### src/hw/rtl/cwt_pkg.sv
package cwt_pkg;

    localparam int MAX_WORD_BYTES = 64;
    localparam int STORE_DEPTH    = MAX_WORD_BYTES - 1;
    localparam int LEN_W          = $clog2(MAX_WORD_BYTES);
    localparam int ADDR_W         = $clog2(STORE_DEPTH);

    localparam logic [LEN_W-1:0] LEN_FULL = LEN_W'(STORE_DEPTH);

    typedef enum logic [1:0] {
        CLS_FLUSH,
        CLS_SKIP,
        CLS_PUNCT,
        CLS_WORD
    } cwt_cls_t;

    typedef enum logic [1:0] {
        ST_IDLE,
        ST_READ,
        ST_SEND,
        ST_PUNCT
    } cwt_state_t;

    typedef struct packed {
        logic accept;
        logic store;
        logic flush_start;
        logic load_word;
        logic load_punct;
    } cwt_cmd_t;

    typedef struct packed {
        cwt_cls_t cls;
        logic     len_zero;
        logic     len_full;
        logic     out_free;
        logic     is_last;
    } cwt_stat_t;

    function automatic cwt_cls_t cwt_classify(input logic [7:0] c, input logic eoi);
        cwt_cls_t cls;
        if (eoi || (c inside {8'h20, 8'h09, 8'h0A, 8'h00, 8'h0B, 8'h0C})) begin
            cls = CLS_FLUSH;
        end else if (c == 8'h0D) begin
            cls = CLS_SKIP;
        end else if (c inside {[8'h21:8'h2F], [8'h3A:8'h40], [8'h5B:8'h60],
                               [8'h7B:8'h7E]}) begin
            cls = CLS_PUNCT;
        end else begin
            cls = CLS_WORD;
        end
        return cls;
    endfunction

    function automatic logic [7:0] cwt_lower(input logic [7:0] c);
        logic [7:0] r;
        if (c inside {[8'h41:8'h5A]}) begin
            r = c + 8'h20;
        end else begin
            r = c;
        end
        return r;
    endfunction

endpackage

### src/hw/rtl/cwt_datapath.sv
module cwt_datapath (
    input  logic               aclk,
    input  logic               aresetn,
    input  logic [7:0]         s_tdata,
    input  logic               s_tlast,
    input  cwt_pkg::cwt_cmd_t  cmd,
    output cwt_pkg::cwt_stat_t stat,
    output logic               m_tvalid,
    input  logic               m_tready,
    output logic [7:0]         m_tdata,
    output logic               m_tlast
);

    logic [7:0] word_mem [cwt_pkg::STORE_DEPTH];

    logic [cwt_pkg::LEN_W-1:0] length_reg, length_next;
    logic [cwt_pkg::LEN_W-1:0] rd_idx_reg, rd_idx_next;
    logic [cwt_pkg::LEN_W-1:0] end_len_reg, end_len_next;
    logic [cwt_pkg::LEN_W-1:0] trim_len;
    logic [cwt_pkg::LEN_W-1:0] rd_idx_inc;
    logic [7:0]                rdata_reg;
    logic [7:0]                last1_reg, last2_reg, last3_reg;
    logic [7:0]                punct_reg;
    logic [7:0]                out_data_reg, out_data_next;
    logic                      out_last_reg, out_last_next;
    logic                      out_valid_reg, out_valid_next;
    logic [7:0]                lower_byte;

    assign lower_byte = cwt_pkg::cwt_lower(s_tdata);
    assign rd_idx_inc = rd_idx_reg + cwt_pkg::LEN_W'(1);

    // A full word that ends inside a multi-byte UTF-8 sequence loses the partial sequence.
    always_comb begin
        trim_len = length_reg;
        if (length_reg == cwt_pkg::LEN_FULL && last1_reg[7]) begin
            if (last1_reg[7:6] == 2'b11) begin
                trim_len = length_reg - cwt_pkg::LEN_W'(1);
            end else if (last2_reg[7:5] == 3'b111) begin
                trim_len = length_reg - cwt_pkg::LEN_W'(2);
            end else if (last3_reg[7:3] == 5'b11110) begin
                trim_len = length_reg - cwt_pkg::LEN_W'(3);
            end
        end
    end

    always_comb begin
        length_next = length_reg;
        if (cmd.flush_start) begin
            length_next = '0;
        end else if (cmd.store) begin
            length_next = length_reg + cwt_pkg::LEN_W'(1);
        end
    end

    always_comb begin
        rd_idx_next  = rd_idx_reg;
        end_len_next = end_len_reg;
        if (cmd.flush_start) begin
            rd_idx_next  = '0;
            end_len_next = trim_len;
        end else if (cmd.load_word) begin
            rd_idx_next = rd_idx_inc;
        end
    end

    always_comb begin
        out_data_next  = out_data_reg;
        out_last_next  = out_last_reg;
        out_valid_next = out_valid_reg && !m_tready;
        if (cmd.load_word) begin
            out_data_next  = rdata_reg;
            out_last_next  = (rd_idx_inc == end_len_reg);
            out_valid_next = 1'b1;
        end else if (cmd.load_punct) begin
            out_data_next  = punct_reg;
            out_last_next  = 1'b1;
            out_valid_next = 1'b1;
        end
    end

    always_ff @(posedge aclk) begin
        if (cmd.store) begin
            word_mem[length_reg[cwt_pkg::ADDR_W-1:0]] <= lower_byte;
        end
        rdata_reg <= word_mem[rd_idx_reg[cwt_pkg::ADDR_W-1:0]];
    end

    always_ff @(posedge aclk) begin
        if (!aresetn) begin
            length_reg    <= '0;
            out_valid_reg <= 1'b0;
        end else begin
            length_reg    <= length_next;
            out_valid_reg <= out_valid_next;
        end
    end

    always_ff @(posedge aclk) begin
        rd_idx_reg   <= rd_idx_next;
        end_len_reg  <= end_len_next;
        out_data_reg <= out_data_next;
        out_last_reg <= out_last_next;
        if (cmd.accept) begin
            punct_reg <= s_tdata;
        end
        if (cmd.store) begin
            last1_reg <= lower_byte;
            last2_reg <= last1_reg;
            last3_reg <= last2_reg;
        end
    end

    assign stat.cls      = cwt_pkg::cwt_classify(s_tdata, s_tlast);
    assign stat.len_zero = (length_reg == '0);
    assign stat.len_full = (length_reg == cwt_pkg::LEN_FULL);
    assign stat.out_free = !out_valid_reg || m_tready;
    assign stat.is_last  = (rd_idx_inc == end_len_reg);

    assign m_tvalid = out_valid_reg;
    assign m_tdata  = out_data_reg;
    assign m_tlast  = out_last_reg;

endmodule

### src/hw/rtl/cwt_ctrl.sv
module cwt_ctrl (
    input  logic               aclk,
    input  logic               aresetn,
    input  logic               s_tvalid,
    output logic               s_tready,
    input  cwt_pkg::cwt_stat_t stat,
    output cwt_pkg::cwt_cmd_t  cmd
);

    cwt_pkg::cwt_state_t state_reg, state_next;
    logic                pend_punct_reg, pend_punct_next;

    always_ff @(posedge aclk) begin
        if (!aresetn) begin
            state_reg      <= cwt_pkg::ST_IDLE;
            pend_punct_reg <= 1'b0;
        end else begin
            state_reg      <= state_next;
            pend_punct_reg <= pend_punct_next;
        end
    end

    always_comb begin
        state_next      = state_reg;
        pend_punct_next = pend_punct_reg;
        cmd             = '0;
        s_tready        = 1'b0;
        case (state_reg)
            cwt_pkg::ST_IDLE: begin
                s_tready   = 1'b1;
                cmd.accept = s_tvalid;
                if (s_tvalid) begin
                    case (stat.cls)
                        cwt_pkg::CLS_FLUSH: begin
                            if (!stat.len_zero) begin
                                cmd.flush_start = 1'b1;
                                pend_punct_next = 1'b0;
                                state_next      = cwt_pkg::ST_READ;
                            end
                        end
                        cwt_pkg::CLS_PUNCT: begin
                            // Once a word is full, punctuation is dropped like word bytes.
                            if (stat.len_zero) begin
                                state_next = cwt_pkg::ST_PUNCT;
                            end else if (!stat.len_full) begin
                                cmd.flush_start = 1'b1;
                                pend_punct_next = 1'b1;
                                state_next      = cwt_pkg::ST_READ;
                            end
                        end
                        cwt_pkg::CLS_WORD: begin
                            cmd.store = !stat.len_full;
                        end
                        default: begin
                        end
                    endcase
                end
            end
            cwt_pkg::ST_READ: begin
                state_next = cwt_pkg::ST_SEND;
            end
            cwt_pkg::ST_SEND: begin
                if (stat.out_free) begin
                    cmd.load_word = 1'b1;
                    if (!stat.is_last) begin
                        state_next = cwt_pkg::ST_READ;
                    end else if (pend_punct_reg) begin
                        state_next = cwt_pkg::ST_PUNCT;
                    end else begin
                        state_next = cwt_pkg::ST_IDLE;
                    end
                end
            end
            cwt_pkg::ST_PUNCT: begin
                if (stat.out_free) begin
                    cmd.load_punct = 1'b1;
                    state_next     = cwt_pkg::ST_IDLE;
                end
            end
            default: begin
                state_next = cwt_pkg::ST_IDLE;
            end
        endcase
    end

endmodule

### src/hw/rtl/corpus_word_tokenizer_core.sv
// Order: a word byte is stored in the cycle it is accepted; after a separator, a flush
// passes READ and SEND before its first word loads; lone punctuation loads from PUNCT.
// Throughput: one input word per cycle while a token builds; during a flush each stored
// byte takes a store read (READ) and an output load (SEND, held while the output stalls),
// and no input is accepted. Reset: aresetn is synchronous and clears the word length,
// output valid and control state; the word store is not cleared and needs no clearing pass.
module corpus_word_tokenizer_core (
    input  logic       aclk,
    input  logic       aresetn,
    input  logic       s_tvalid,
    output logic       s_tready,
    input  logic [7:0] s_tdata,   // [7:0] in_byte
    input  logic       s_tlast,   // end_of_input
    output logic       m_tvalid,
    input  logic       m_tready,
    output logic [7:0] m_tdata,   // [7:0] out_byte
    output logic       m_tlast    // last_of_token
);

    cwt_pkg::cwt_cmd_t  cmd;
    cwt_pkg::cwt_stat_t stat;

    cwt_ctrl u_ctrl (
        .aclk     (aclk),
        .aresetn  (aresetn),
        .s_tvalid (s_tvalid),
        .s_tready (s_tready),
        .stat     (stat),
        .cmd      (cmd)
    );

    cwt_datapath u_datapath (
        .aclk     (aclk),
        .aresetn  (aresetn),
        .s_tdata  (s_tdata),
        .s_tlast  (s_tlast),
        .cmd      (cmd),
        .stat     (stat),
        .m_tvalid (m_tvalid),
        .m_tready (m_tready),
        .m_tdata  (m_tdata),
        .m_tlast  (m_tlast)
    );

endmodule

### config.mk
export PLATFORM = sky130hd
export DESIGN_NAME = corpus_word_tokenizer_core
export DESIGN_NICKNAME = d
export VERILOG_FILES = /design/src/hw/rtl/cwt_pkg.sv /design/src/hw/rtl/cwt_datapath.sv /design/src/hw/rtl/cwt_ctrl.sv /design/src/hw/rtl/corpus_word_tokenizer_core.sv
export SDC_FILE = /design/constraint.sdc
export NUM_CORES = 1
export LEC_CHECK = 0
export BUFFER_PORTS_ARGS = -buffer_cell sky130_fd_sc_hd__buf_2
export CORE_ASPECT_RATIO = 0.6
export CORE_MARGIN = 10
export CORE_UTILIZATION = 50
export CTS_BUF_LIST = sky130_fd_sc_hd__clkbuf_4 sky130_fd_sc_hd__clkbuf_8 sky130_fd_sc_hd__clkbuf_16
export DETAILED_ROUTE_END_ITERATION = 16
export HOLD_SLACK_MARGIN = 0.15
export PLACE_DENSITY = 0.75
export SLEW_MARGIN = 0
export SYNTH_ARGS = -nofsm -noshare
export SYNTH_HDL_FRONTEND = slang
export SYNTH_SLANG_ARGS = --single-unit
### constraint.sdc
create_clock -name aclk -period 5.5 [get_ports aclk]
set_clock_uncertainty 0.2 [all_clocks]
set_input_delay 0.275 -clock aclk [delete_from_list [all_inputs] [get_ports aclk]]
set_output_delay 0.275 -clock aclk [all_outputs]
set_load 0.02 [all_outputs]
# --- Word-level counts from Yosys, hierarchy flattened ---
# Memory sizes are Yosys's and may differ from the RTL's. A register that Yosys moved wholly into a read port is not among the register bits.
# Index checks and enable logic that the tools add are counted.
word_totals:
  register_bits: 63
  ram_bits: 504
  inputBits: 13
  output_inout_bits: 11
  mem_count: 1
op_classes:
  addsub: 6
  order_cmp: 10
  eq_ne: 25
  mux: 41
  n_bitwise: 1
  n_reduce_logical: 23
memory_table:
  columns: ["memory", "words", "word_bits", "read_ports", "rd_ports_with_merged_regs", "write_ports", "line_no", "text"]
  rows:
  - ["u_datapath.word_mem", 63, 8, 1, 1, 1, "cwt_datapath.sv:14", "logic [7:0] word_mem [cwt_pkg::STORE_DEPTH];"]
op_table:
  columns: ["operator", "count"]
  rows:
  - ["8-bit by 4-bit == test with 1-bit output (second input constant)", 5]
  - ["8-bit by 7-bit <= comparator with 1-bit output (second input constant)", 4]
  - ["8-bit by 7-bit greater-or-equal comparator with 1-bit output (second input constant)", 3]
  - ["6-bit 2-to-1 mux", 4]
  - ["8-bit 2-to-1 mux", 3]
  - ["2-bit 2-to-1 mux", 11]
  - ["1-bit 2-to-1 mux", 18]
  - ["8-bit by 6-bit greater-or-equal comparator with 1-bit output (second input constant)", 2]
  - ["6-bit by 1-bit adder with 6-bit output (second input constant)", 2]
  - ["2-bit != test (second input constant)", 6]
  - ["6-bit AND reduction", 2]
  - ["6-bit by 2-bit subtractor with 6-bit output (second input constant)", 2]
  - ["2-bit == test (second input constant)", 5]
  - ["8-bit by 6-bit adder with 8-bit output (second input constant)", 1]
  - ["8-bit by 6-bit == test with 1-bit output (second input constant)", 1]
  - ["8-bit by 6-bit <= comparator with 1-bit output (second input constant)", 1]
  - ["8-bit logical NOT", 1]
  - ["2-bit case mux with 4 select lines", 1]
  - ["1-bit logical AND", 7]
  - ["6-bit == test", 1]
  - ["6-bit == test (second input constant)", 1]
  - ["6-bit logical NOT", 1]
  - ["3-bit != test (second input constant)", 2]
  - ["6-bit nonzero test", 1]
  - ["15 further kinds", 21]

# --- Longest topological paths before layout ---
logic_depth:
  ltp_word: 12
  mapped_depth: 10

# --- Hierarchy ---
# A second synthesis with hierarchy kept.
unflattened:
  cells_unflattened: 1176
  area_unflattened_um2: 22535.4
modules_own_cells:
  columns: ["module", "instances", "cells_each", "area_each_um2"]
  rows:
  - ["cwt_datapath", 1, 1146, 22305.1]
  - ["cwt_ctrl", 1, 30, 230.2]

# --- Least setup slack after synthesis ---
# Ideal clock, no wire load.
synth_path:
  path_kind: "input port to flip-flop"
  startpoint: "input s_tdata[2]"
  endpoint: "register u_datapath.last1_reg[6] (data pin)"
  setup_ns: 0.564
  arrival_ns: 3.134
  required_time_ns: 4.736
  setup_slack_ns: 1.602
  path_stages: 6
  n_path_buf: 1
  path_cell_list: "buf_2 or4_1 nor2_1 or4_1 a21oi_1 mux2i_1"
synth_via:
  elab_chain_cells: 3
synth_rtl:
  columns: ["element", "line_no", "text"]
  rows:
  - ["start: declaration", "corpus_word_tokenizer_core.sv:12", "input logic [7:0] s_tdata,"]
  - ["8-bit by 7-bit greater-or-equal comparator with 1-bit output or 8-bit by 7-bit <= comparator with 1-bit output (tied branches)", "cwt_pkg.sv:57", "if (c inside {[8'h41:8'h5A]}) begin"]
  - ["1-bit logical AND", "cwt_pkg.sv:57", null]
  - ["8-bit 2-to-1 mux *", "cwt_pkg.sv:57", null]
  - ["net u_datapath.lower_byte[6]", "cwt_datapath.sv:27", "logic [7:0] lower_byte;"]
  - ["end signal: assignment", "cwt_datapath.sv:107", "last1_reg <= lower_byte;"]
  - ["end: declaration", "cwt_datapath.sv:22", "logic [7:0] last1_reg, last2_reg, last3_reg;"]
# Mark *: on every way through the listed nets, which the timed path passes. The rest lies on a longest branch.
# A chain may end at the register's enable or synchronous reset.

# --- Final worst setup path ---
layout_path:
  startpoint: "input s_tdata[1]"
  endpoint: "memory u_datapath.word_mem[40][0], enable pin"
layout_via:
  elab_chain_cells: 12
layout_rtl:
  columns: ["element", "line_no", "text"]
  rows:
  - ["8-bit by 6-bit greater-or-equal comparator with 1-bit output, or another cell as far along", "cwt_pkg.sv:46", "end else if (c inside {[8'h21:8'h2F], [8'h3A:8'h40], [8'h5B:8'h60],"]
  - ["1-bit logical AND", "cwt_pkg.sv:46", null]
  - ["4-bit nonzero test", "cwt_pkg.sv:46", null]
  - ["1-bit 2-to-1 mux", "cwt_pkg.sv:46", null]
  - ["2-bit 2-to-1 mux", "cwt_pkg.sv:44", "end else if (c == 8'h0D) begin"]
  - ["2-bit 2-to-1 mux *", "cwt_pkg.sv:42", "if (eoi || (c inside {8'h20, 8'h09, 8'h0A, 8'h00, 8'h0B, 8'h0C})) begin"]
  - ["2-bit == test *", "cwt_ctrl.sv:33", "case (stat.cls)"]
  - ["1-bit 2-to-1 mux *", "cwt_ctrl.sv:33", null]
  - ["2-bit 2-to-1 mux *", "cwt_ctrl.sv:32", "if (s_tvalid) begin"]
  - ["3-bit 2-to-1 mux *", "cwt_ctrl.sv:28", "case (state_reg)"]
  - ["1-bit 2-to-1 mux *", "cwt_datapath.sv:82", "if (cmd.store) begin"]
  - ["1-bit 2-to-1 mux (implied by the code) *", "cwt_datapath.sv:83", "word_mem[length_reg[cwt_pkg::ADDR_W-1:0]] <= lower_byte;"]
  - ["end: declaration", "cwt_datapath.sv:14", null]
# Mark *: on every way between the ends. The rest lies on a longest branch, timed or not.

==> impl_metrics.tcl <==
set metrics [dict create \
    status "completed" \
    yosys_warnings 0 \
    dp.final_hpwl_microns 31900 \
    cp-end-kind "flop" \
    criticalPathCategory "in2reg" \
    maxSlewViolCount 0 \
    clock_latency_ns 0.59 \
    required_ns 5.51 \
    rsz0062_at_grt "false" \
    clockBufferDepth 3 \
    grt_pass1_wl_microns 77800 \
    postSynthCellCount 1083 \
    cp_max_fo 37 \
    setup_ws_ns 1.19 \
    min_period_ns 4.31 \
    io_buffers 23 \
    grt_use_met3_pct 7.44 \
    die_w_microns 293 \
    layout-drive-gt1-share_pct 24.7 \
    p_leak_uw 0.00765 \
    ant_nets 0 \
    synth_edf_count 542 \
    p_sw_share_pct 27.0 \
    io_pins 24 \
    p_sw_uw 2960 \
    area_delta_synth_final_pct 11.2 \
    globalRouteMet2Util_pct 27.2 \
    cts_buffers 46 \
    remaining_drc_errors 0 \
    cts_resized 0 \
    wl_microns 53600 \
    grt_max_degree 66 \
    drtIter0Drc 1986 \
    whs_ns 0.210 \
    p_seq_share_pct 46.2 \
    fmax_ghz 0.232 \
    comb_power_share_pct 21.3 \
    htree_levels 2 \
    synth_area_sq_um 22400 \
    vias_per_cell 6.46 \
    globalRoute.totalOverflow 0 \
    cts_sinks 566 \
    synth_ff_type "edfxtp_1" \
    initial_core_util_pct 51.1 \
    antenna_found_initial 1 \
    final_nets 1152 \
    die_area_sq_um 53900 \
    min_path_type "in2reg" \
    worst_slew_pin_slew_ns 1.25 \
    internal_power_uw 8030 \
    clock_power_share_pct 32.5 \
    yosysUniqueCellTypes 60 \
    async_flop_share_pct 0 \
    die_h_microns 184 \
    ys_ff_latch 566 \
    path_clk_slew_ns 0.07 \
    grtUsageMet1_pct 30.2 \
    setup_viol 0 \
    rows 59 \
    core_area_sq_um 43800 \
    grt_usage_pct 19.9 \
    grt.busiest_layer "met1" \
    gp_congestion 0.903 \
    cp.arrival_ns 4.33 \
    finalSetupTns_ns 0 \
    p_per_area_nw_per_um2 442 \
    cts_tree "done" \
    vias 11263 \
    first_pass_iters 8 \
    relSlewSlack_pct 16.3 \
    ir_worst_vdd_uv 378 \
    hold_violations 0 \
    grt_pass1_vias 10857 \
    fill_cells 3059 \
    antenna_cells 0 \
    root_buffer "clkbuf_16" \
    cp-start-kind "input pin" \
    period_share_pct 78.4 \
    synth.avg_cell_area_sq_um 20.7 \
    largest_reg_flops 504 \
    seq_area_frac_synth_pct 74.9 \
    cap_violations 0 \
    pre_cts_ws_ns 1.34 \
    synth_nets 1108 \
    avgRoutedWirePerCell_microns 30.7 \
]
## stage by stage
step | area (sq um) | utilization, % | instances | total power (uW)
after CTS | 24900 | 56.8 | 1743 | 11000
after detailed placement | 23100 | 52.8 | 1645 | 7470
after global routing | 24900 | 56.8 | 1743 | 11300
after floorplan | 22400 | - | 1083 | 6730
final | 24900 | 56.8 | 1743 | 11000
after global placement | 23100 | 52.8 | 1645 | 7450
## layer usage
metal  routed length, microns  part of all wire [%]
met1                    23100                    43
met5                       13                 0.024
met4                      789                   1.5
met2                    22300                    42
met3                     7330                    14
## final timing paths
check	slack, ns	endpoint	depth (start not counted)	startpoint
setup / recovery	1.19	u_datapath.word_mem[40][0]$_DFFE_PP_	10	s_tdata[1]
hold / removal	0.21	u_ctrl.pend_punct_reg$_SDFFE_PN0P_	5	s_tdata[4]
setup reg to reg	1.71	u_datapath.word_mem[40][0]$_DFFE_PP_	7	u_ctrl.state_reg[0]$_SDFFE_PN0P_
hold reg to reg	0.22	u_datapath.last2_reg[4]$_DFFE_PP_	0	u_datapath.last1_reg[4]$_DFFE_PP_
## power by group through the flow
stage	clock network [uW]	registers (uW)	logic, uW
2_1_floorplan	0	4920	1800
3_3_place_gp	0	5170	2280
3_5_place_dp	0	5180	2290
4_1_cts	3600	5090	2320
5_1_grt	3760	5110	2440
6_report	3570	5080	2350
## area by class of cell
cell class	instances	area (sq um)	share of cell area, %
clock buffers	50	1200	4.82
clock inverters	35	419	1.69
inverters	9	33.8	0.136
multi-input cells	453	5320	21.4
flip-flops and latches	566	16800	67.4
well taps	579	724	2.91
repair buffers	51	408	1.64
## cell usage after synthesis (6+ instances only)
| cell type | instances | area, sq um |
|---|---|---|
| a21oi_1 | 18 | 90.1 |
| a221o_1 | 8 | 80.1 |
| a22o_1 | 8 | 70.1 |
| buf_1 | 7 | 26.3 |
| buf_2 | 7 | 35.0 |
| buf_4 | 6 | 45.0 |
| clkbuf_1 | 30 | 113 |
| dfxtp_1 | 24 | 480 |
| edfxtp_1 | 542 | 16300 |
| ha_1 | 12 | 150 |
| inv_1 | 8 | 30.0 |
| mux2_2 | 8 | 90.1 |
| mux2i_1 | 11 | 110 |
| mux4_2 | 152 | 3420 |
| nand2_1 | 28 | 105 |
| nand2b_1 | 8 | 50.1 |
| nand3_1 | 15 | 75.1 |
| nor2_1 | 87 | 327 |
| o21ai_0 | 15 | 75.1 |
| xnor2_1 | 12 | 105 |
## placed cells by master, fill, tap and decap left out, types with 9 or more instances in the layout
cell type,n
edfxtp_1,542
mux4_2,152
nor2_1,87
clkbuf_16,47
nand2_1,28
buf_2,23
dfxtp_1,20
a21oi_1,18
nand3_1,15
o21ai_0,15
dlygate4sd3_1,13
xnor2_1,12
ha_1,12
buf_4,11
mux2i_1,10
clkinv_2,10
bufinv_16,9
## timing repair
action	4_1_cts	5_1_grt
setup buffers	0	0
hold endpoints to repair	127	0
hold buffers	13	0
## worst max-delay path, cell delays in order
cell	delay, ns
dlygate4sd3_1	0.59
buf_2	0.39
buf_4	0.39
or4bb_1	0.22
o311ai_0	0.13
a21oi_1	0.31
nand4_2	0.25
inv_2	0.33
nand4b_1	0.60
nor2_1	0.81
## cell families (layout without fill, tap and decap cells)
| family | Yosys count | count (layout) | synth area share [%] |
|---|---|---|---|
| flip-flops | 566 | 566 | 74.9 |
| AND/OR/NAND/NOR | 179 | 179 | 3.78 |
| multiplexers | 171 | 171 | 16.2 |
| AO/OA/AOI/OAI | 75 | 75 | 2.43 |
| buffers and inverters | 64 | 145 | 1.38 |
| XOR/XNOR | 16 | 16 | 0.627 |
| adder cells (fa/ha/maj) | 12 | 12 | 0.671 |
Note: power is estimated with default switching activity, not from simulation.
